===== src/design/char_lcd_bus_sequencer_defines.svh =====
// ----------------------------------------------------------------------------
// Character LCD bus sequencer assertion macros
// Clocked assertion helpers shared by the sequencer modules.
// ----------------------------------------------------------------------------
`ifndef CHAR_LCD_BUS_SEQUENCER_DEFINES_SVH
`define CHAR_LCD_BUS_SEQUENCER_DEFINES_SVH

`ifndef NO_ASSERTIONS

`define CLBS_ASSERT(lbl, clk, rst, prop, msg) \
   lbl: assert property (@(posedge clk) disable iff (rst) (prop)) else $error(msg);

`define CLBS_ASSERT_IMPLIES(lbl, clk, rst, ante, cons, msg) \
   lbl: assert property (@(posedge clk) disable iff (rst) (ante) |-> (cons)) \
      else $error(msg);

`else

`define CLBS_ASSERT(lbl, clk, rst, prop, msg)

`define CLBS_ASSERT_IMPLIES(lbl, clk, rst, ante, cons, msg)

`endif

`endif


===== src/design/clbs_pkg.sv =====
`timescale 1ns / 1ps
// ----------------------------------------------------------------------------
// Character LCD bus sequencer package
// Field widths, request and job codes, timing constants and the
// initialization step table.
// ----------------------------------------------------------------------------
package clbs_pkg;

   localparam int COLUMNS = 8;
   localparam int COL_W   = (COLUMNS > 1) ? $clog2(COLUMNS) : 1;

   localparam int ACTION_W = 2;
   localparam int BYTE_W   = 8;
   localparam int WAIT_W   = 17;
   localparam int IDX_W    = 4;
   localparam int KIND_W   = 3;

   localparam int CSR_ADDR_W = 3;
   localparam int CSR_DATA_W = 32;
   localparam int CSR_IDX_W  = CSR_ADDR_W - 2;
   localparam logic [CSR_IDX_W-1:0] REG_FOUR_BIT_MODE = '0;

   localparam int QUEUE_DEPTH = 2;
   localparam int QPTR_W      = (QUEUE_DEPTH > 1) ? $clog2(QUEUE_DEPTH) : 1;
   localparam int QCNT_W      = $clog2(QUEUE_DEPTH + 1);

   localparam logic [ACTION_W-1:0] ACT_WRITE  = 2'd0;
   localparam logic [ACTION_W-1:0] ACT_CURSOR = 2'd1;
   localparam logic [ACTION_W-1:0] ACT_CLEAR  = 2'd2;
   localparam logic [ACTION_W-1:0] ACT_INIT   = 2'd3;

   localparam logic [KIND_W-1:0] KIND_DATA  = 3'd0;
   localparam logic [KIND_W-1:0] KIND_ADDR  = 3'd1;
   localparam logic [KIND_W-1:0] KIND_CLEAR = 3'd2;
   localparam logic [KIND_W-1:0] KIND_ERROR = 3'd3;
   localparam logic [KIND_W-1:0] KIND_INIT  = 3'd4;

   localparam logic [BYTE_W-1:0] CMD_SET_ADDR  = 8'h80;
   localparam logic [BYTE_W-1:0] ROW1_OFFSET   = 8'h40;
   localparam logic [BYTE_W-1:0] CMD_CLEAR     = 8'h01;
   localparam logic [BYTE_W-1:0] CMD_HOME      = 8'h02;
   localparam logic [BYTE_W-1:0] CMD_ENTRY     = 8'h06;
   localparam logic [BYTE_W-1:0] CMD_DISPLAY   = 8'h0c;
   localparam logic [BYTE_W-1:0] CMD_FUNC_8BIT = 8'h38;
   localparam logic [BYTE_W-1:0] CMD_FUNC_4BIT = 8'h28;
   localparam logic [BYTE_W-1:0] CMD_WAKE_8BIT = 8'h30;
   localparam logic [BYTE_W-1:0] NIB_WAKE      = 8'h03;
   localparam logic [BYTE_W-1:0] NIB_SET_4BIT  = 8'h02;
   localparam logic [BYTE_W-1:0] NIB_MASK      = 8'h0f;

   localparam logic [WAIT_W-1:0] PULSE_US      = 17'd1000;
   localparam logic [WAIT_W-1:0] TAIL_SHORT    = 17'd50;
   localparam logic [WAIT_W-1:0] TAIL_SETUP    = 17'd1000;
   localparam logic [WAIT_W-1:0] TAIL_HOME     = 17'd2000;
   localparam logic [WAIT_W-1:0] TAIL_FIRST    = 17'd10000;
   localparam logic [WAIT_W-1:0] WAIT_POWER_ON = 17'd100000;
   localparam logic [WAIT_W-1:0] WAIT_WAKE     = 17'd5000;
   localparam logic [WAIT_W-1:0] WAIT_NIBBLE   = PULSE_US + PULSE_US;
   localparam logic [WAIT_W-1:0] WAIT_SETUP    = PULSE_US + TAIL_SETUP;
   localparam logic [WAIT_W-1:0] WAIT_HOME     = PULSE_US + TAIL_HOME;
   localparam logic [WAIT_W-1:0] WAIT_FIRST    = PULSE_US + TAIL_FIRST;

   typedef struct packed {
      logic [KIND_W-1:0] kind;
      logic              four_bit;
      logic [BYTE_W-1:0] data_byte;
      logic              wrap;
      logic              wrap_row;
   } job_type;

   typedef struct packed {
      logic              strobe_res;
      logic              reg_select;
      logic [BYTE_W-1:0] bus_value;
      logic [WAIT_W-1:0] wait_us;
      logic              ok;
      logic              last;
   } step_type;

   function automatic step_type pulse_step(input logic [BYTE_W-1:0] bus,
                                           input logic [WAIT_W-1:0] wait_us,
                                           input logic last);
      step_type s;
      s.strobe_res = 1'b1;
      s.reg_select = 1'b0;
      s.bus_value  = bus;
      s.wait_us    = wait_us;
      s.ok         = 1'b1;
      s.last       = last;
      return s;
   endfunction

   function automatic step_type init_step(input logic four_bit,
                                          input logic [IDX_W-1:0] idx);
      step_type s;
      s = pulse_step('0, '0, 1'b1);
      if (four_bit) begin
         case (idx)
            4'd0:  s = pulse_step('0, WAIT_POWER_ON, 1'b0);
            4'd1:  s = pulse_step(NIB_WAKE, WAIT_WAKE, 1'b0);
            4'd2:  s = pulse_step(NIB_WAKE, WAIT_NIBBLE, 1'b0);
            4'd3:  s = pulse_step(NIB_WAKE, WAIT_NIBBLE, 1'b0);
            4'd4:  s = pulse_step(NIB_WAKE, WAIT_NIBBLE, 1'b0);
            4'd5:  s = pulse_step(NIB_SET_4BIT, WAIT_NIBBLE, 1'b0);
            4'd6:  s = pulse_step(CMD_FUNC_4BIT >> 4, WAIT_NIBBLE, 1'b0);
            4'd7:  s = pulse_step(CMD_FUNC_4BIT & NIB_MASK, WAIT_SETUP, 1'b0);
            4'd8:  s = pulse_step(CMD_DISPLAY >> 4, WAIT_NIBBLE, 1'b0);
            4'd9:  s = pulse_step(CMD_DISPLAY & NIB_MASK, WAIT_SETUP, 1'b0);
            4'd10: s = pulse_step(CMD_ENTRY >> 4, WAIT_NIBBLE, 1'b0);
            4'd11: s = pulse_step(CMD_ENTRY & NIB_MASK, WAIT_SETUP, 1'b0);
            4'd12: s = pulse_step(CMD_HOME >> 4, WAIT_NIBBLE, 1'b0);
            4'd13: s = pulse_step(CMD_HOME & NIB_MASK, WAIT_HOME, 1'b0);
            4'd14: s = pulse_step(CMD_CLEAR >> 4, WAIT_NIBBLE, 1'b0);
            default: s = pulse_step(CMD_CLEAR & NIB_MASK, WAIT_HOME, 1'b1);
         endcase
         if (idx == 4'd0 || idx == 4'd1) begin
            s.strobe_res = 1'b0;
         end
      end else begin
         case (idx)
            4'd0: s = pulse_step('0, WAIT_POWER_ON, 1'b0);
            4'd1: s = pulse_step(CMD_WAKE_8BIT, WAIT_FIRST, 1'b0);
            4'd2: s = pulse_step(CMD_WAKE_8BIT, WAIT_SETUP, 1'b0);
            4'd3: s = pulse_step(CMD_WAKE_8BIT, WAIT_SETUP, 1'b0);
            4'd4: s = pulse_step(CMD_FUNC_8BIT, WAIT_SETUP, 1'b0);
            4'd5: s = pulse_step(CMD_DISPLAY, WAIT_SETUP, 1'b0);
            4'd6: s = pulse_step(CMD_ENTRY, WAIT_SETUP, 1'b0);
            4'd7: s = pulse_step(CMD_HOME, WAIT_HOME, 1'b0);
            default: s = pulse_step(CMD_CLEAR, WAIT_HOME, 1'b1);
         endcase
         if (idx == 4'd0) begin
            s.strobe_res = 1'b0;
         end
      end
      return s;
   endfunction

endpackage


===== src/design/clbs_ifs.sv =====
`timescale 1ns / 1ps
// ----------------------------------------------------------------------------
// Character LCD bus sequencer channels
// Request channel and bus step channel, valid/ready handshake.
// ----------------------------------------------------------------------------
interface clbs_req_if;
   import clbs_pkg::*;

   logic                valid;
   logic                ready;
   logic [ACTION_W-1:0] action;
   logic [BYTE_W-1:0]   char_code;
   logic                row;
   logic [BYTE_W-1:0]   column;

   modport source (output valid, output action, output char_code, output row,
                   output column, input ready);
   modport sink (input valid, input action, input char_code, input row,
                 input column, output ready);
endinterface

interface clbs_rsp_if;
   import clbs_pkg::*;

   logic              valid;
   logic              ready;
   logic              strobe_res;
   logic              reg_select;
   logic [BYTE_W-1:0] bus_value;
   logic [WAIT_W-1:0] wait_us;
   logic              ok;
   logic              last;

   modport source (output valid, output strobe_res, output reg_select,
                   output bus_value, output wait_us, output ok, output last,
                   input ready);
   modport sink (input valid, input strobe_res, input reg_select,
                 input bus_value, input wait_us, input ok, input last,
                 output ready);
endinterface


===== src/design/char_lcd_bus_sequencer.sv =====
`timescale 1ns / 1ps
// ----------------------------------------------------------------------------
// Character LCD bus sequencer
// Expands character, cursor, clear and initialize requests into LCD bus steps.
//
//   channel   dir   handshake            contents
//   req_chan  in    valid/ready          action, char_code, row, column
//   rsp_chan  out   valid/ready          strobe_res, reg_select, bus_value,
//                                        wait_us, ok, last
//   csr_*     in    APB write, pready=1  four_bit_mode at byte address 0
//
// One bus step leaves per cycle from the step sequencer's output register
// while rsp_chan is ready. A request expands into as many steps as it needs:
// character 1 to 4, set cursor 1 to 2, clear 1 to 2, initialize 9 or 16.
// Requests are taken while earlier ones are still sequenced, until the
// two-entry job queue is full; a stalled rsp_chan holds the sequencer only.
// Synchronous reset clears the mode register, cursor, queue and sequencer.
// ----------------------------------------------------------------------------
module char_lcd_bus_sequencer (
   input  logic                           clock,
   input  logic                           reset,
   clbs_req_if.sink                       req_chan,
   clbs_rsp_if.source                     rsp_chan,
   input  logic                           csr_psel,
   input  logic                           csr_penable,
   input  logic                           csr_pwrite,
   input  logic [clbs_pkg::CSR_ADDR_W-1:0] csr_paddr,
   input  logic [clbs_pkg::CSR_DATA_W-1:0] csr_pwdata,
   output logic [clbs_pkg::CSR_DATA_W-1:0] csr_prdata,
   output logic                           csr_pready
);
   import clbs_pkg::*;

   logic                 four_bit_mode_ff;
   logic                 four_bit_mode_in;
   logic [CSR_IDX_W-1:0] csr_idx;
   logic                 csr_write;
   logic                 push_valid;
   logic                 push_ready;
   job_type              push_job;
   logic                 pop_valid;
   logic                 pop_ready;
   job_type              pop_job;

   assign csr_pready = 1'b1;
   assign csr_idx    = csr_paddr[CSR_ADDR_W-1:2];
   assign csr_write  = csr_psel && csr_penable && csr_pwrite && csr_pready
                       && (csr_idx == REG_FOUR_BIT_MODE);
   assign four_bit_mode_in = csr_write ? csr_pwdata[0] : four_bit_mode_ff;
   assign csr_prdata = (csr_idx == REG_FOUR_BIT_MODE) ? CSR_DATA_W'(four_bit_mode_ff)
                                                      : '0;

   always_ff @(posedge clock) begin
      if (reset) begin
         four_bit_mode_ff <= 1'b0;
      end else begin
         four_bit_mode_ff <= four_bit_mode_in;
      end
   end

   clbs_front u_front (
      .clock         (clock),
      .reset         (reset),
      .four_bit_mode (four_bit_mode_ff),
      .req_chan      (req_chan),
      .push_valid    (push_valid),
      .push_ready    (push_ready),
      .push_job      (push_job)
   );

   clbs_job_queue u_queue (
      .clock      (clock),
      .reset      (reset),
      .push_valid (push_valid),
      .push_ready (push_ready),
      .push_job   (push_job),
      .pop_valid  (pop_valid),
      .pop_ready  (pop_ready),
      .pop_job    (pop_job)
   );

   clbs_back u_back (
      .clock     (clock),
      .reset     (reset),
      .pop_valid (pop_valid),
      .pop_ready (pop_ready),
      .pop_job   (pop_job),
      .rsp_chan  (rsp_chan)
   );

endmodule


===== src/design/clbs_front.sv =====
`timescale 1ns / 1ps
// ----------------------------------------------------------------------------
// Request front end
// Accepts requests, keeps the cursor and turns each request into a job.
// ----------------------------------------------------------------------------
module clbs_front (
   input  logic              clock,
   input  logic              reset,
   input  logic              four_bit_mode,
   clbs_req_if.sink          req_chan,
   output logic              push_valid,
   input  logic              push_ready,
   output clbs_pkg::job_type push_job
);
   import clbs_pkg::*;

   logic [COL_W-1:0] cursor_column_ff;
   logic [COL_W-1:0] cursor_column_in;
   logic             cursor_row_ff;
   logic             cursor_row_in;
   logic             accept;
   logic [COL_W:0]   col_next;
   logic             col_wrap;
   logic             col_ok;
   logic [BYTE_W-1:0] target_addr;

   assign req_chan.ready = push_ready;
   assign push_valid     = req_chan.valid;
   assign accept         = req_chan.valid && push_ready;

   assign col_next    = {1'b0, cursor_column_ff} + (COL_W + 1)'(1);
   assign col_wrap    = col_next >= (COL_W + 1)'(COLUMNS);
   assign col_ok      = req_chan.column < BYTE_W'(COLUMNS);
   assign target_addr = CMD_SET_ADDR | (req_chan.row ? ROW1_OFFSET : '0)
                        | BYTE_W'(req_chan.column[COL_W-1:0]);

   always_comb begin
      push_job           = '0;
      push_job.four_bit  = four_bit_mode;
      push_job.wrap_row  = ~cursor_row_ff;
      cursor_column_in   = cursor_column_ff;
      cursor_row_in      = cursor_row_ff;
      case (req_chan.action)
         ACT_WRITE: begin
            push_job.kind      = KIND_DATA;
            push_job.data_byte = req_chan.char_code;
            push_job.wrap      = col_wrap;
            if (col_wrap) begin
               cursor_column_in = '0;
               cursor_row_in    = ~cursor_row_ff;
            end else begin
               cursor_column_in = col_next[COL_W-1:0];
            end
         end
         ACT_CURSOR: begin
            if (col_ok) begin
               push_job.kind      = KIND_ADDR;
               push_job.data_byte = target_addr;
               cursor_column_in   = req_chan.column[COL_W-1:0];
               cursor_row_in      = req_chan.row;
            end else begin
               push_job.kind = KIND_ERROR;
            end
         end
         ACT_CLEAR: begin
            push_job.kind      = KIND_CLEAR;
            push_job.data_byte = CMD_CLEAR;
         end
         default: begin
            push_job.kind = KIND_INIT;
         end
      endcase
   end

   always_ff @(posedge clock) begin
      if (reset) begin
         cursor_column_ff <= '0;
         cursor_row_ff    <= 1'b0;
      end else if (accept) begin
         cursor_column_ff <= cursor_column_in;
         cursor_row_ff    <= cursor_row_in;
      end
   end

endmodule


===== src/design/clbs_job_queue.sv =====
`timescale 1ns / 1ps
// ----------------------------------------------------------------------------
// Job queue
// Short register queue between the front end and the step sequencer.
// ----------------------------------------------------------------------------
`include "char_lcd_bus_sequencer_defines.svh"

module clbs_job_queue (
   input  logic              clock,
   input  logic              reset,
   input  logic              push_valid,
   output logic              push_ready,
   input  clbs_pkg::job_type push_job,
   output logic              pop_valid,
   input  logic              pop_ready,
   output clbs_pkg::job_type pop_job
);
   import clbs_pkg::*;

   job_type             entry_ff [QUEUE_DEPTH];
   logic [QPTR_W-1:0]   wr_ptr_ff;
   logic [QPTR_W-1:0]   wr_ptr_in;
   logic [QPTR_W-1:0]   rd_ptr_ff;
   logic [QPTR_W-1:0]   rd_ptr_in;
   logic [QCNT_W-1:0]   count_ff;
   logic [QCNT_W-1:0]   count_in;
   logic                push;
   logic                pop;

   assign push_ready = count_ff != QCNT_W'(QUEUE_DEPTH);
   assign pop_valid  = count_ff != '0;
   assign pop_job    = entry_ff[rd_ptr_ff];
   assign push       = push_valid && push_ready;
   assign pop        = pop_valid && pop_ready;

   always_comb begin
      wr_ptr_in = wr_ptr_ff;
      rd_ptr_in = rd_ptr_ff;
      count_in  = count_ff;
      if (push) begin
         wr_ptr_in = (wr_ptr_ff == QPTR_W'(QUEUE_DEPTH - 1)) ? '0
                     : wr_ptr_ff + QPTR_W'(1);
      end
      if (pop) begin
         rd_ptr_in = (rd_ptr_ff == QPTR_W'(QUEUE_DEPTH - 1)) ? '0
                     : rd_ptr_ff + QPTR_W'(1);
      end
      if (push && !pop) begin
         count_in = count_ff + QCNT_W'(1);
      end else if (pop && !push) begin
         count_in = count_ff - QCNT_W'(1);
      end
   end

   always_ff @(posedge clock) begin
      if (reset) begin
         wr_ptr_ff <= '0;
         rd_ptr_ff <= '0;
         count_ff  <= '0;
      end else begin
         wr_ptr_ff <= wr_ptr_in;
         rd_ptr_ff <= rd_ptr_in;
         count_ff  <= count_in;
      end
   end

   always_ff @(posedge clock) begin
      if (push) begin
         entry_ff[wr_ptr_ff] <= push_job;
      end
   end

   `CLBS_ASSERT(a_count_bound, clock, reset, count_ff <= QCNT_W'(QUEUE_DEPTH), "queue overfilled")
   `CLBS_ASSERT_IMPLIES(a_ptr_track, clock, reset, count_ff == '0 || count_ff == QCNT_W'(QUEUE_DEPTH), wr_ptr_ff == rd_ptr_ff, "queue pointers out of step")

endmodule


===== src/design/clbs_back.sv =====
`timescale 1ns / 1ps
// ----------------------------------------------------------------------------
// Step sequencer
// Expands queued jobs into bus steps, one step per cycle while rsp_chan is
// not stalled, into an output register.
// ----------------------------------------------------------------------------
`include "char_lcd_bus_sequencer_defines.svh"

module clbs_back (
   input  logic              clock,
   input  logic              reset,
   input  logic              pop_valid,
   output logic              pop_ready,
   input  clbs_pkg::job_type pop_job,
   clbs_rsp_if.source        rsp_chan
);
   import clbs_pkg::*;

   logic             cur_valid_ff;
   logic             cur_valid_in;
   job_type          cur_job_ff;
   job_type          cur_job_in;
   logic [IDX_W-1:0] idx_ff;
   logic [IDX_W-1:0] idx_in;
   logic             out_valid_ff;
   logic             out_valid_in;
   step_type         out_step_ff;
   step_type         step;
   logic             advance;

   function automatic step_type byte_step(input job_type job,
                                          input logic [IDX_W-1:0] idx);
      step_type          s;
      logic              bsel;
      logic              final_part;
      logic [BYTE_W-1:0] cur_byte;
      logic [WAIT_W-1:0] tail;
      bsel       = job.four_bit ? idx[1] : idx[0];
      final_part = job.four_bit ? idx[0] : 1'b1;
      cur_byte   = bsel ? (CMD_SET_ADDR | (job.wrap_row ? ROW1_OFFSET : '0))
                        : job.data_byte;
      tail       = (job.kind == KIND_CLEAR) ? TAIL_HOME : TAIL_SHORT;
      s.strobe_res = 1'b1;
      s.reg_select = (job.kind == KIND_DATA) && !bsel;
      s.ok         = 1'b1;
      s.last       = final_part && (bsel == (job.kind == KIND_DATA && job.wrap));
      if (!final_part) begin
         s.bus_value = cur_byte >> 4;
         s.wait_us   = WAIT_NIBBLE;
      end else begin
         s.bus_value = job.four_bit ? (cur_byte & NIB_MASK) : cur_byte;
         s.wait_us   = PULSE_US + tail;
      end
      return s;
   endfunction

   always_comb begin
      if (cur_job_ff.kind == KIND_INIT) begin
         step = init_step(cur_job_ff.four_bit, idx_ff);
      end else if (cur_job_ff.kind == KIND_ERROR) begin
         step      = '0;
         step.last = 1'b1;
      end else begin
         step = byte_step(cur_job_ff, idx_ff);
      end
   end

   assign advance   = cur_valid_ff && (!out_valid_ff || rsp_chan.ready);
   assign pop_ready = !cur_valid_ff || (advance && step.last);

   always_comb begin
      cur_valid_in = cur_valid_ff;
      cur_job_in   = cur_job_ff;
      idx_in       = idx_ff;
      if (pop_valid && pop_ready) begin
         cur_valid_in = 1'b1;
         cur_job_in   = pop_job;
         idx_in       = '0;
      end else if (advance && step.last) begin
         cur_valid_in = 1'b0;
         idx_in       = '0;
      end else if (advance) begin
         idx_in = idx_ff + IDX_W'(1);
      end
      out_valid_in = out_valid_ff;
      if (advance) begin
         out_valid_in = 1'b1;
      end else if (rsp_chan.ready) begin
         out_valid_in = 1'b0;
      end
   end

   always_ff @(posedge clock) begin
      if (reset) begin
         cur_valid_ff <= 1'b0;
         idx_ff       <= '0;
         out_valid_ff <= 1'b0;
      end else begin
         cur_valid_ff <= cur_valid_in;
         idx_ff       <= idx_in;
         out_valid_ff <= out_valid_in;
      end
   end

   always_ff @(posedge clock) begin
      cur_job_ff <= cur_job_in;
      if (advance) begin
         out_step_ff <= step;
      end
   end

   assign rsp_chan.valid      = out_valid_ff;
   assign rsp_chan.strobe_res = out_step_ff.strobe_res;
   assign rsp_chan.reg_select = out_step_ff.reg_select;
   assign rsp_chan.bus_value  = out_step_ff.bus_value;
   assign rsp_chan.wait_us    = out_step_ff.wait_us;
   assign rsp_chan.ok         = out_step_ff.ok;
   assign rsp_chan.last       = out_step_ff.last;

   `CLBS_ASSERT_IMPLIES(a_idle_idx, clock, reset, !cur_valid_ff, idx_ff == '0, "step index left over while idle")
   `CLBS_ASSERT_IMPLIES(a_error_single, clock, reset, cur_valid_ff && cur_job_ff.kind == KIND_ERROR, step.last && !step.ok && !step.strobe_res, "error job not a single step")
   `CLBS_ASSERT_IMPLIES(a_last_restart, clock, reset, advance && step.last, ##1 idx_ff == '0, "step index not restarted after last step")

endmodule

===== src/flat_wrapper.sv =====
// flat-port wrapper written by rule: the top's interface ports become plain ports
module char_lcd_bus_sequencer_flat import clbs_pkg::*;
  (clock, reset, csr_psel, csr_penable, csr_pwrite, csr_paddr, csr_pwdata, csr_prdata, csr_pready, req_chan_valid, req_chan_action, req_chan_char_code, req_chan_row, req_chan_column, req_chan_ready, rsp_chan_valid, rsp_chan_strobe_res, rsp_chan_reg_select, rsp_chan_bus_value, rsp_chan_wait_us, rsp_chan_ok, rsp_chan_last, rsp_chan_ready);
  clbs_req_if req_chan_i ();
  clbs_rsp_if rsp_chan_i ();
  input  logic clock;
  input  logic reset;
  input  logic csr_psel;
  input  logic csr_penable;
  input  logic csr_pwrite;
  input  logic [clbs_pkg::CSR_ADDR_W-1:0] csr_paddr;
  input  logic [clbs_pkg::CSR_DATA_W-1:0] csr_pwdata;
  output logic [clbs_pkg::CSR_DATA_W-1:0] csr_prdata;
  output logic csr_pready;
  input wire logic [$bits(req_chan_i.valid)-1:0] req_chan_valid;
  input wire logic [$bits(req_chan_i.action)-1:0] req_chan_action;
  input wire logic [$bits(req_chan_i.char_code)-1:0] req_chan_char_code;
  input wire logic [$bits(req_chan_i.row)-1:0] req_chan_row;
  input wire logic [$bits(req_chan_i.column)-1:0] req_chan_column;
  output wire logic [$bits(req_chan_i.ready)-1:0] req_chan_ready;
  output wire logic [$bits(rsp_chan_i.valid)-1:0] rsp_chan_valid;
  output wire logic [$bits(rsp_chan_i.strobe_res)-1:0] rsp_chan_strobe_res;
  output wire logic [$bits(rsp_chan_i.reg_select)-1:0] rsp_chan_reg_select;
  output wire logic [$bits(rsp_chan_i.bus_value)-1:0] rsp_chan_bus_value;
  output wire logic [$bits(rsp_chan_i.wait_us)-1:0] rsp_chan_wait_us;
  output wire logic [$bits(rsp_chan_i.ok)-1:0] rsp_chan_ok;
  output wire logic [$bits(rsp_chan_i.last)-1:0] rsp_chan_last;
  input wire logic [$bits(rsp_chan_i.ready)-1:0] rsp_chan_ready;
  assign req_chan_i.valid = req_chan_valid;
  assign req_chan_i.action = req_chan_action;
  assign req_chan_i.char_code = req_chan_char_code;
  assign req_chan_i.row = req_chan_row;
  assign req_chan_i.column = req_chan_column;
  assign req_chan_ready = req_chan_i.ready;
  assign rsp_chan_valid = rsp_chan_i.valid;
  assign rsp_chan_strobe_res = rsp_chan_i.strobe_res;
  assign rsp_chan_reg_select = rsp_chan_i.reg_select;
  assign rsp_chan_bus_value = rsp_chan_i.bus_value;
  assign rsp_chan_wait_us = rsp_chan_i.wait_us;
  assign rsp_chan_ok = rsp_chan_i.ok;
  assign rsp_chan_last = rsp_chan_i.last;
  assign rsp_chan_i.ready = rsp_chan_ready;
  char_lcd_bus_sequencer u_core (.clock(clock), .reset(reset), .req_chan(req_chan_i), .rsp_chan(rsp_chan_i), .csr_psel(csr_psel), .csr_penable(csr_penable), .csr_pwrite(csr_pwrite), .csr_paddr(csr_paddr), .csr_pwdata(csr_pwdata), .csr_prdata(csr_prdata), .csr_pready(csr_pready));
endmodule

===== config.mk =====
export PLATFORM = sky130hd
export DESIGN_NAME = char_lcd_bus_sequencer_flat
export DESIGN_NICKNAME = d
export VERILOG_FILES = /design/src/design/clbs_pkg.sv /design/src/design/clbs_ifs.sv /design/src/design/char_lcd_bus_sequencer.sv /design/src/design/clbs_front.sv /design/src/design/clbs_job_queue.sv /design/src/design/clbs_back.sv /design/src/flat_wrapper.sv
export VERILOG_INCLUDE_DIRS = /design/src /design/src/design
export SDC_FILE = /design/constraint.sdc
export NUM_CORES = 1
export LEC_CHECK = 0
export ABC_CLOCK_PERIOD_IN_PS = 2700
export BUFFER_PORTS_ARGS = -buffer_cell sky130_fd_sc_hd__buf_2
export CAP_MARGIN = 20
export CORE_AREA = 2 2 105 107
export CTS_CLUSTER_SIZE = 28
export DETAILED_ROUTE_END_ITERATION = 8
export DIE_AREA = 0 0 107 109
export GPL_TIMING_DRIVEN = 0
export PLACE_DENSITY_LB_ADDON = 0.15
export SLEW_MARGIN = 20
export SYNTH_ARGS = -nofsm -noshare
export SYNTH_HDL_FRONTEND = slang
export SYNTH_SLANG_ARGS = --single-unit

===== constraint.sdc =====
create_clock -name clock -period 2.7 [get_ports clock]
set_input_delay 0.27 -clock clock [delete_from_list [all_inputs] [get_ports clock]]
set_output_delay 0.27 -clock clock [all_outputs]
set_load 0.01 [all_outputs]

Word level (Yosys, flattened, before mapping)

Memories as Yosys holds them, arrays and structs flattened. A register that Yosys moved wholly into a read port is not among the register bits.
Cells that the tools add are included.

Input bits: 61
Word-level logic and storage cells: 111
Bits in writable memories: 28
Register bits after elaboration: 44
Bits in latches: 0
Memories: 3
Bits in read-only memories: 360

Add/subtract/negate cells: 7
Div/mod/pow operators: 0
Shift operators: 0
$mul: 0
Mux-type cells: 40
Magnitude comparators: 2
Bitwise operators: 3
Reduce and logical (&&, ||, !) cells: 31
Equal/unequal tests: 10

Memory list:

| name                    | words | width | read ports | clocked after Yosys merged registers in | wr ports | RTL line             | text |
|---|---|---|---|---|---|---|---|
| (name not given)        | 16    | 15    | 1          | 1                                       | 0        | clbs_pkg.sv:98       | `case (idx)` |
| (name not given)        | 8     | 15    | 1          | 1                                       | 0        | clbs_pkg.sv:120      | `case (idx)` |
| u_core.u_queue.entry_ff | 2     | 14    | 1          | 1                                       | 1        | clbs_job_queue.sv:20 | `job_type entry_ff [QUEUE_DEPTH];` |

Operators by type and width:

| cell                                                       | count |
|---|---|
| two-way mux 29 bit                                         | 4 |
| two-way mux 25 bit                                         | 1 |
| two-way mux 8 bit                                          | 3 |
| one-hot mux 8 bit (3 select lines)                         | 1 |
| two-way mux 1 bit                                          | 16 |
| two-way mux 7 bit                                          | 2 |
| adder 10 x 11 -> 12 bit, first input constant              | 1 |
| logical AND 1 bit                                          | 12 |
| two-way mux 3 bit                                          | 4 |
| two-way mux 11 bit                                         | 1 |
| nonzero test 2 bit                                         | 5 |
| one-hot mux 3 bit (3 select lines)                         | 1 |
| less-than comparator 8 x 4 -> 1 bit, second input constant | 1 |
| two-way mux 4 bit                                          | 2 |
| OR 8 x 3 -> 8 bit                                          | 1 |
| == test 3 x 2 -> 1 bit, second input constant              | 2 |
| two-way mux 2 bit                                          | 3 |
| inequality test 2 bit, second input constant               | 3 |
| one-hot mux 3 bit (2 select lines)                         | 1 |
| logical NOT 1 bit                                          | 5 |
| adder 3 x 1 -> 4 bit, second input constant                | 1 |
| adder 4 x 1 -> 4 bit, second input constant                | 1 |
| == test 4 x 1 -> 1 bit, second input constant              | 1 |
| >= comparator 4 bit, second input constant                 | 1 |
| other kinds (16)                                           | 20 |

Depth between registers and ports, before layout

Gate-level depths: netlist of run 1.

Depth after elaboration: 12
Mapped depth: 12
Mapped depth without buffers: 12

Modules after synthesis

Synthesis of run 1 repeated with hierarchy kept, for this count alone.

Cell total of the unflattened synthesis: 445
Area total of the unflattened synthesis: 5096.1 µm²

By module, submodules not included:

| module                 | instances | cells each | seq. area each (µm²) | area each (µm²) |
|---|---|---|---|---|
| clbs_back              | 1         | 270        | 1781.7               | 3083.0 |
| clbs_job_queue         | 1         | 67         | 940.9                | 1226.2 |
| clbs_front             | 1         | 68         | 80.1                 | 478.0 |
| char_lcd_bus_sequencer | 1         | 40         | 20.0                 | 309.0 |

Worst setup path after synthesis of run 1

OpenSTA, ideal clock, no wires.

Path type: reg2reg
Start: register u_core.u_back.cur_job_ff[12] (netlist name)
End: register u_core.u_queue.count_ff[1]
Buffers on the path: 1
Path slack: -186 ps
Period minus slack after synthesis: 2886 ps
Setup time: 71 ps
Stages on the path, launching flop included: 11
Arrival: 2815 ps
Cell sequence: edfxtp_1 buf_2 or3b_4 nand2_1 a21o_1 nand2_1 a21oi_2 inv_1 ha_1 or3_1 a21oi_1

Cells in the longest elaborated chain, start to end: 12

Ends and longest elaborated chain:

| item                                                    | RTL line             | text |
|---|---|---|
| logical NOT 3 bit                                       | clbs_back.sv:46      | `s.last = final_part && (bsel == (job.kind == KIND_DATA && job.wrap));` |
| logical AND 1 bit                                       | clbs_back.sv:46      |  |
| == test 1 bit                                           | clbs_back.sv:46      |  |
| logical AND 1 bit                                       | clbs_back.sv:46      |  |
| two-way mux 29 bit                                      | clbs_back.sv:60      | `end else if (cur_job_ff.kind == KIND_ERROR) begin` |
| two-way mux 29 bit (*)                                  | clbs_back.sv:58      | `if (cur_job_ff.kind == KIND_INIT) begin` |
| logical AND 1 bit (*)                                   | clbs_back.sv:69      | `assign pop_ready = !cur_valid_ff \|\| (advance && step.last);` |
| logical OR 1 bit (*)                                    | clbs_back.sv:69      |  |
| logical AND 1 bit (*)                                   | clbs_job_queue.sv:34 | `assign pop = pop_valid && pop_ready;` |
| logical NOT 1 bit                                       | clbs_job_queue.sv:48 | `if (push && !pop) begin` |
| logical AND 1 bit                                       | clbs_job_queue.sv:48 |  |
| two-way mux 2 bit or nonzero test 2 bit (tied branches) | n/a                  |  |
| end signal, assigned                                    | clbs_job_queue.sv:63 | `count_ff <= count_in;` |
| end, declared                                           | clbs_job_queue.sv:25 | `logic [QCNT_W-1:0] count_ff;` |

Every way passes the cells marked *; elsewhere a longest branch is shown, timed or not.
A chain may end at the register's enable or synchronous reset.

Worst setup path in the final report of run 1

Start: register u_core.u_back.cur_job_ff[12] (netlist name)
End: register u_core.u_queue.count_ff[1]

Cells in the longest elaborated chain, start to end: 12

Ends and longest elaborated chain:

| item                                                    | RTL line |
|---|---|
| logical NOT 3 bit                                       | clbs_back.sv:46 |
| logical AND 1 bit                                       | clbs_back.sv:46 |
| == test 1 bit                                           | clbs_back.sv:46 |
| logical AND 1 bit                                       | clbs_back.sv:46 |
| two-way mux 29 bit                                      | clbs_back.sv:60 |
| two-way mux 29 bit (*)                                  | clbs_back.sv:58 |
| logical AND 1 bit (*)                                   | clbs_back.sv:69 |
| logical OR 1 bit (*)                                    | clbs_back.sv:69 |
| logical AND 1 bit (*)                                   | clbs_job_queue.sv:34 |
| logical NOT 1 bit                                       | clbs_job_queue.sv:48 |
| logical AND 1 bit                                       | clbs_job_queue.sv:48 |
| two-way mux 2 bit or nonzero test 2 bit (tied branches) | n/a |

Marked as above.

==> impl_summary.txt, run 1 <==
----------------------------------------------------
[Outcome]
  Outcome ... finished, final reports clean

[Synth]
  Post-Synthesis Cell Area ... 4920 sq um
  Sequential element share of the synthesized area ... 56.9%
  Basic-gate share of the synthesized area counting and, or, nand and nor cells ... 13.4%
  Share of the synthesized area in compound gates (AO/OA/AOI/OAI) ... 10.9%
  Multiplexer share of the synthesized area ... 6.23%
  Most instantiated flip-flop cell in the synthesis netlist ... sky130_fd_sc_hd__edfxtp_1
  Main combinational cell family by area after synthesis ... simple AND/OR/NAND/NOR gates
  Average cell area after synthesis ... 11.3 sq um
  Xor and xnor area share after synthesis ... 1.60%
  Arithmetic-cell share of the synthesized area counting full adders, half adders and majority gates ... 2.80%
  Synthesized netlist cell count ... 435
  Fraction of registers with async set or reset after synthesis ... 0%
  Ys Warns ... 0
  Yosys cell types ... 56
  Number of flops mapped to enable cells by yosys ... 66
  Number of synthesized register bits ... 107

[Finish]
  Fraction of layout cells with a size suffix above 1 ... 30.2%
  Post-Layout Inst Area ... 5870 sq um
  Net total in the final layout ... 614
  Number of fillers in the final layout ... 929
  Area Overhead vs Synth ... 19.3%
  Count of inserted antenna diode cells ... 0
  Number of non-filler instances in the completed layout ... 687
  Core utilization of the finished layout ... 55.4%

[Power and ir drop]
  Reported leakage power ... 2.43 nW
  Power spent charging and discharging nets ... 1.95 mW
  Part of the power in the clock network ... 17.6%
  P_int ... 3.46 mW
  Pwr/cell area ... 920 nW/um^2
  Worst IR Drop VDD ... 0.383 mV
  Sw Ratio ... 36.1%
  Seq pwr share ... 45.4%
  Portion of total power attributed to combinational logic ... 37.0%

[Worst setup path]
  Startpoint Class ... register
  Beginning of the worst register-to-register path ... u_core.u_back.cur_job_ff[12]
  Cell with the biggest individual delay on the critical path ... sky130_fd_sc_hd__or3b_4
  Worst r2r path cells ... 10
  CP required ... 3.00 ns
  CP endpoint kind ... register
  Sequence of cells on the critical path ... buf_4 -> or3b_4 -> nand2_8 -> a21o_1 -> nand2_4 -> a21oi_4 -> inv_1 -> ha_1 -> or3_1 -> a21oi_2
  Register-to-Register Setup Slack ... 0.11 ns
  Slowest Stage Delay on Critical Path ... 0.47 ns
  Total buffers and inverters traversed by the critical path ... 2
  Worst path top cell family by delay ... simple AND/OR/NAND/NOR gates
  Arr. time, crit path ... 2.89 ns
  Type of the worst setup path ... register to register
  Maximum fanout encountered on the critical timing path ... 10
  Reg-to-reg endpoint ... u_core.u_queue.count_ff[1]

[Routing]
  Detailed-router iteration count before antenna repair ... 4
  Number of DRC markers after the initial detailed-route iteration ... 177
  Sum of routed wire length over all layers ... 9.77 mm
  Via count ... 3404
  Number of antenna-violating nets in the routed design ... 0
  Number of vias per cell after detailed routing ... 4.95
  DRC errors left ... 0
  Final routed wire length divided by cell count ... 14.2 microns

[Clocking]
  H-tree depth ... 3
  CTS tree ... yes
  Post-CTS Hold Fix Bufs ... 0
  Clk pin slew, worst setup/hold paths ... 0.11 ns
  Clock root buffer ... sky130_fd_sc_hd__clkbuf_8
  Clk_lat worst skew ... 0.38 ns
  Sinks on the clock net ... 107
  Worst-case clock buffer depth ... 2
  Number of buffers created by CTS ... 9

[Floorplanning]
  Count of pins on the block boundary ... 125
  Starting utilization of the core area ... 46.4%
  Die extent in y ... 109 microns
  Die outline area ... 11700 sq um
  Floorplan die width ... 107 microns
  Core Region ... 10600 sq um
  Num rows ... 38

[STA]
  Number of hold-slack violations in the final timing report ... 0
  Final Max Tran Viols ... 0
  Final number of setup-violating endpoints ... 0
  Final min period ... 2.59 ns
  Part of the cycle the worst path needs ... 95.9%
  Clock skew after layout ... 0.0242 ns
  Slew at the pin closest to its max-slew limit ... 0.749 ns
  Highest attainable clock frequency ... 386 MHz
  Worst slew margin relative to its limit ... 50.0%

[Place]
  Port-buffer cells ... 55
  Post-Place Cell Area ... 5510 sq um
  Placed cell count ... 663
  Routability congestion estimate from global placement ... 0.868
  Half-perimeter wire length of the detailed placement result ... 6.97 mm

[GRT]
  Initial antenna violation count ... 0
  Global-route wire length before repair ... 16.1 mm
  Maximum number of pins on one net before global-route repair ... 21
  Remaining global-route overflow ... 0
  Overall fraction of global-route tracks in use ... 17.9%
  Via count of the first global-routing pass ... 3262

[Min path]
  Hold Path End ... u_core.four_bit_mode_ff
  Hold Path Origin ... csr_pwdata[0]
  Number of stages on the worst hold path ... 3
  Class of the tightest hold or removal check ... primary input to register

[Run]
  Reported max-cap violation count ... 0

----------------------------------------------------
[worst max-delay path by stage]
| stage | start | end | slack [ns] | cells past startpoint |
|---|---|---|---|---|
| after global placement | rsp_chan_ready | register | -0.51 | 10 |
| final | u_core.u_back.cur_job_ff[12] | u_core.u_queue.count_ff[1] | 0.11 | 10 |
| after floorplan | u_core.u_back.cur_job_ff[12] | u_core.u_queue.count_ff[1] | 0.04 | 10 |
| after CTS | u_core.u_back.cur_job_ff[12] | register | -0.04 | 11 |
| after detailed placement | rsp_chan_ready | register | -0.51 | 10 |
| after global routing | u_core.u_back.cur_job_ff[12] | register | -0.01 | 12 |
[worst min-delay path, delay by kind of cell]
family / cells / cell delay, ns
buf+inv: 1 / 0.07
simple gates: 1 / 0.07
mux: 1 / 0.05
[metrics by stage]
step | total power [mW] | setup WS (ns) | hold WS [ns] | TNS [ns]
floorplan | 3.73 | 0.0361 | 0.414 | 0
global placement | 4.23 | -0.514 | 0.461 | -5.84
detailed placement | 4.27 | -0.513 | 0.470 | -6.37
CTS | 5.28 | -0.0445 | 0.126 | -0.0445
global route | 5.75 | -0.0100 | 0.147 | -0.0135
finish | 5.40 | 0.111 | 0.132 | 0
[layout by cell type (no fill, tap or decap), types with 3 or more instances in the layout]
master / synthesis / routed
sky130_fd_sc_hd__edfxtp_1: 66 / 66
sky130_fd_sc_hd__buf_2: 3 / 57
sky130_fd_sc_hd__buf_4: 38 / 45
sky130_fd_sc_hd__dfxtp_1: 41 / 41
sky130_fd_sc_hd__nor2_1: 40 / 38
sky130_fd_sc_hd__conb_1: 2 / 35
sky130_fd_sc_hd__a21oi_1: 28 / 26
sky130_fd_sc_hd__nand2_1: 27 / 22
sky130_fd_sc_hd__mux2_2: 17 / 17
sky130_fd_sc_hd__and2_1: 15 / 14
sky130_fd_sc_hd__clkbuf_1: 12 / 13
sky130_fd_sc_hd__nand3_1: 12 / 12
sky130_fd_sc_hd__inv_1: 12 / 11
sky130_fd_sc_hd__o21ai_0: 11 / 10
sky130_fd_sc_hd__mux2i_1: 10 / 10
sky130_fd_sc_hd__nand2b_1: 9 / 9
sky130_fd_sc_hd__clkbuf_8: 0 / 9
sky130_fd_sc_hd__a22oi_1: 8 / 8
sky130_fd_sc_hd__ha_1: 11 / 8
sky130_fd_sc_hd__o22ai_1: 7 / 7
sky130_fd_sc_hd__nor3_1: 6 / 6
sky130_fd_sc_hd__xor2_1: 5 / 5
sky130_fd_sc_hd__and3_1: 5 / 5
sky130_fd_sc_hd__nor2b_1: 4 / 4
sky130_fd_sc_hd__a21o_1: 4 / 4
sky130_fd_sc_hd__nand2_2: 0 / 3
sky130_fd_sc_hd__xnor2_1: 4 / 3
[power groups by stage]
stage               Combinational (mW)  Clock (mW)  Sequential (mW)
floorplan                         1.20           0             2.53
global placement                  1.75           0             2.48
detailed placement                1.77           0             2.50
CTS                               1.84       0.981             2.46
global route                      2.22        1.04             2.50
finish                            2.00       0.953             2.45
[cell type report]
cell class	count	area [sq um]	area share [%]
flip-flops and latches	107	2800	47.7
multi-input cells	295	1960	33.3
plain buffers	53	348	5.92
repair buffers	62	340	5.79
well taps	140	175	2.98
clock buffers	10	128	2.17
clock inverters	6	65.1	1.11
inverters	13	52.6	0.895
repair inverters	1	5.00	0.0852
[repair_timing]
item                       in CTS  in global routing
pin swaps                       2                  5
setup buffers                   2                  5
gates resized for setup         6                 18
gates cloned                    1                  0
setup endpoints to repair      21                 10
[cells by family after synthesis]
family          count (synthesis)
simple gates                  131
flops                         107
compound gates                 81
buf+inv                        66
other cells                     2
xor+xnor                        9
mux                            28
fa+ha+maj                      11
[metal layers]
| layer | global-route usage, % | vias up | share of wire (%) |
|---|---|---|---|
| met3 | 2.63 | 12 | 5.0 |
| li1 | - | 1685 | - |
| met2 | 30.0 | 108 | 49 |
| met5 | 0 | - | 0 |
| met1 | 23.1 | 1599 | 45 |
| met4 | 8.35 | 0 | 1.4 |
[cell usage after synthesis, types with 3 or more instances]
master                     instances  area, sq um
sky130_fd_sc_hd__a21o_1            4         30.0
sky130_fd_sc_hd__a21oi_1          28          140
sky130_fd_sc_hd__a22oi_1           8         60.1
sky130_fd_sc_hd__and2_1           15         93.8
sky130_fd_sc_hd__and3_1            5         31.3
sky130_fd_sc_hd__buf_2             3         15.0
sky130_fd_sc_hd__buf_4            38          285
sky130_fd_sc_hd__clkbuf_1         12         45.0
sky130_fd_sc_hd__dfxtp_1          41          821
sky130_fd_sc_hd__edfxtp_1         66         1980
sky130_fd_sc_hd__ha_1             11          138
sky130_fd_sc_hd__inv_1            12         45.0
sky130_fd_sc_hd__mux2_2           17          191
sky130_fd_sc_hd__mux2i_1          10          100
sky130_fd_sc_hd__nand2_1          27          101
sky130_fd_sc_hd__nand2b_1          9         56.3
sky130_fd_sc_hd__nand3_1          12         60.1
sky130_fd_sc_hd__nor2_1           40          150
sky130_fd_sc_hd__nor2b_1           4         25.0
sky130_fd_sc_hd__nor3_1            6         30.0
sky130_fd_sc_hd__o21ai_0          11         55.1
sky130_fd_sc_hd__o22ai_1           7         43.8
sky130_fd_sc_hd__xnor2_1           4         35.0
sky130_fd_sc_hd__xor2_1            5         43.8
Power figures use the tool's default switching activity.
==> run 2, diff against run 1 <==
ABC_AREA = 1   (was unset)
CORE_AREA = 2 2 103 105   (was 2 2 105 107)
DIE_AREA = 0 0 105 107   (was 0 0 107 109)
==> impl_summary.txt, run 2 <==
----------------------------------------------------
[Routing]
  Detailed-router iteration count before antenna repair ... 4 (unchanged)
  Number of DRC markers after the initial detailed-route iteration ... 135 (-24%)
  Number of antenna-violating nets in the routed design ... 0 (unchanged)
  DRC errors left ... 0 (unchanged)
  Final routed wire length divided by cell count ... 12.4 microns (-13%)
  Sum of routed wire length over all layers ... 8.83 mm (-9.6%)
  Number of vias per cell after detailed routing ... 4.53 (-8.7%)
  Via count ... 3222 (-5.3%)

[Synth]
  Ys Warns ... 0 (unchanged)
  Number of flops mapped to enable cells by yosys ... 66 (unchanged)
  Fraction of registers with async set or reset after synthesis ... 0% (unchanged)
  Top cell types by occurrence after synthesis ... sky130_fd_sc_hd__nand2_1 (95), sky130_fd_sc_hd__edfxtp_1 (66), sky130_fd_sc_hd__inv_1 (46), sky130_fd_sc_hd__dfxtp_1 (41), sky130_fd_sc_hd__nor2_1 (38)
  Post-Synthesis Cell Area ... 4740 sq um (-3.7%)
  Most instantiated flip-flop cell in the synthesis netlist ... sky130_fd_sc_hd__edfxtp_1
  Number of synthesized register bits ... 107 (unchanged)
  Yosys cell types ... 44 (-21%)
  Top cells by area, synth ... sky130_fd_sc_hd__edfxtp_1 (42%), sky130_fd_sc_hd__dfxtp_1 (17%), sky130_fd_sc_hd__nand2_1 (7.5%)
  Sequential element share of the synthesized area ... 59.1% (+2.2 points)
  Top-area cell type share of the netlist area ... 41.8% (+1.5 points)
  Average cell area after synthesis ... 10.2 sq um (-9.5%)
  Synthesized netlist cell count ... 463 (+6.4%)
  Dominant cell type by area after synthesis ... sky130_fd_sc_hd__edfxtp_1
  Top-count cell post-synth ... sky130_fd_sc_hd__nand2_1

[GRT]
  Maximum number of pins on one net before global-route repair ... 19 (-9.5%)
  Initial antenna violation count ... 0 (unchanged)
  Overall fraction of global-route tracks in use ... 16.4% (-1.5 points)
  Global-route wire length before repair ... 14.2 mm (-11%)
  Remaining global-route overflow ... 0 (unchanged)
  Via count of the first global-routing pass ... 2921 (-10%)

[Finish]
  Commonest non-fill, non-tap cells in the layout ... sky130_fd_sc_hd__nand2_1 (95), sky130_fd_sc_hd__edfxtp_1 (66), sky130_fd_sc_hd__buf_2 (57), sky130_fd_sc_hd__inv_1 (45), sky130_fd_sc_hd__buf_4 (44)
  Area Overhead vs Synth ... 17.7%
  Number of non-filler instances in the completed layout ... 712 (+3.6%)
  Net total in the final layout ... 643 (+4.7%)
  Fraction of layout cells with a size suffix above 1 ... 27.3% (-2.9 points)
  Number of fillers in the final layout ... 946 (+1.8%)
  Most frequent standard cell in the layout excluding fill and tap cells ... sky130_fd_sc_hd__nand2_1
  Count of inserted antenna diode cells ... 0 (unchanged)
  Post-Layout Inst Area ... 5580 sq um (-5.0%)

[STA]
  Worst slew margin relative to its limit ... 49.3% (-0.70 points)
  Final setup TNS ... 0 ns (unchanged)
  Slew at the pin closest to its max-slew limit ... 0.759 ns (+0.0105 ns)
  Worst Hold Slack ... 0.0930 ns (-0.0386 ns)
  Final number of setup-violating endpoints ... 0 (unchanged)
  Final min period ... 2.54 ns (-0.0495 ns)
  Highest attainable clock frequency ... 394 MHz (+1.9%)
  Clock skew after layout ... 0.00901 ns (-0.0152 ns)
  Part of the cycle the worst path needs ... 94.1% (-1.8 points)
  Final Max Tran Viols ... 0 (unchanged)
  Number of hold-slack violations in the final timing report ... 0 (unchanged)

[Power and ir drop]
  Seq pwr share ... 48.0% (+2.6 points)
  P_int ... 3.42 mW (-0.88%)
  Reported leakage power ... 2.52 nW (+3.7%)
  Pwr/cell area ... 968 nW/um^2 (+5.2%)
  Sw Ratio ... 36.6% (+0.51 points)
  Part of the power in the clock network ... 16.9% (-0.7 points)
  Portion of total power attributed to combinational logic ... 35.1% (-1.9 points)
  Power spent charging and discharging nets ... 1.98 mW (+1.3%)
  Worst IR Drop VDD ... 0.394 mV (+2.8%)

[Clocking]
  H-tree depth ... 3 (unchanged)
  Number of buffers created by CTS ... 9 (unchanged)
  Clk_lat worst skew ... 0.37 ns (about the same)
  Worst-case clock buffer depth ... 2 (unchanged)
  Clk pin slew, worst setup/hold paths ... 0.10 ns (about the same)
  CTS tree ... yes
  Clock root buffer ... sky130_fd_sc_hd__clkbuf_8
  Sinks on the clock net ... 107 (unchanged)

[Floorplanning]
  Starting utilization of the core area ... 47.0% (+0.55 points)
  Die outline area ... 11200 sq um (-3.7%)
  Num rows ... 37 (-2.6%)
  Floorplan die width ... 105 microns (-1.9%)
  Die extent in y ... 107 microns (-1.8%)
  Core Region ... 10100 sq um (-4.8%)
  Count of pins on the block boundary ... 125 (unchanged)

[Place]
  Placed cell count ... 688 (+3.8%)
  Post-Place Cell Area ... 5320 sq um (-3.4%)
  Half-perimeter wire length of the detailed placement result ... 6.59 mm (-5.4%)
  Port-buffer cells ... 56 (+1.8%)
  Routability congestion estimate from global placement ... 0.889 (+2.5%)

[Worst setup path]
  CP endpoint kind ... register
  Arr. time, crit path ... 2.79 ns (-0.10 ns)
  Maximum fanout encountered on the critical timing path ... 8 (-2)
  Startpoint Class ... register
  CP required ... 2.95 ns (-0.05 ns)
  Type of the worst setup path ... register to register

[Min path]
  Class of the tightest hold or removal check ... primary input to register

[Run]
  Reported max-cap violation count ... 0 (unchanged)

[Outcome]
  Outcome ... finished, final reports clean

----------------------------------------------------
run 2: kinds of logic after synthesis:
group	synth area share (%)
compound gates	6.86
buf+inv	11.0
xor+xnor	1.32
mux	0.211
other cells	0.158
simple gates	18.4
flops	59.1
fa+ha+maj	2.90
run 2: area by class of cell:
| type | count | area, sq um | share of cell area, % |
|---|---|---|---|
| Timing Repair Buffer | 63 | 333 | 5.96 |
| Timing Repair inverter | 1 | 5.00 | 0.0897 |
| Multi-Input combinational cell | 290 | 1560 | 28.0 |
| Buffer | 42 | 305 | 5.47 |
| Inverter | 57 | 220 | 3.95 |
| Sequential cell | 107 | 2800 | 50.2 |
| Clock inverter | 6 | 46.3 | 0.830 |
| Tap cell | 136 | 170 | 3.05 |
| Clock buffer | 10 | 138 | 2.47 |
run 2: routing by layer:
layer	wire [microns]	global-route usage, %
met1	3930	20.5
met3	448	3.77
met5	0	0
met2	4290	27.7
met4	157	6.57
run 2: power groups by stage:
stage | registers, mW | clock network [mW] | logic, mW
6_report | 2.59 | 0.913 | 1.90
5_1_grt | 2.64 | 0.995 | 2.14
4_1_cts | 2.60 | 0.939 | 1.82
3_5_place_dp | 2.64 | 0 | 1.79
3_3_place_gp | 2.62 | 0 | 1.76
2_1_floorplan | 2.68 | 0 | 1.18
run 2: metrics by stage:
stage	util (%)	worst slack, ns	power [mW]
floorplan	-	0.281	3.86
global placement	52.7	-0.320	4.38
detailed placement	52.7	-0.321	4.43
CTS	54.6	0.125	5.35
global route	55.3	-0.0107	5.78
finish	55.3	0.161	5.40
run 2: what timing repair did:
item	in CTS	in global routing
gates resized for setup	1	2
hold buffers	0	0
gates cloned	1	0
endpoints found under the setup margin	17	9
buffers inserted	0	7
run 2: worst paths after layout:
path / startpoint / slack [ns] / to / cells after the start
worst max-delay path: u_core.u_back.cur_job_ff[12] / 0.16 / register / 16
worst min-delay path: reset / 0.09 / u_core.u_back.rsp_chan.valid / 2
worst max register to register: u_core.u_back.cur_job_ff[12] / 0.16 / register / 16
worst min register to register: u_core.four_bit_mode_ff / 0.48 / u_core.u_queue.entry_ff[0][10] / 0
run 2: worst max-delay path, cell delays in order, from the launching register on:
cell                       delay (ns)
sky130_fd_sc_hd__edfxtp_1        0.48
sky130_fd_sc_hd__buf_4           0.18
sky130_fd_sc_hd__nand3_2         0.12
sky130_fd_sc_hd__nand2_4         0.09
sky130_fd_sc_hd__inv_2           0.12
sky130_fd_sc_hd__nand3_2         0.11
sky130_fd_sc_hd__nand3_2         0.14
sky130_fd_sc_hd__nand2_2         0.09
sky130_fd_sc_hd__nand2_4         0.15
sky130_fd_sc_hd__nand2_8         0.09
sky130_fd_sc_hd__inv_1           0.08
sky130_fd_sc_hd__nand2_1         0.11
sky130_fd_sc_hd__inv_1           0.15
sky130_fd_sc_hd__ha_1            0.20
sky130_fd_sc_hd__nand4_1         0.14
sky130_fd_sc_hd__nand3_1         0.10
sky130_fd_sc_hd__nand2_1         0.08
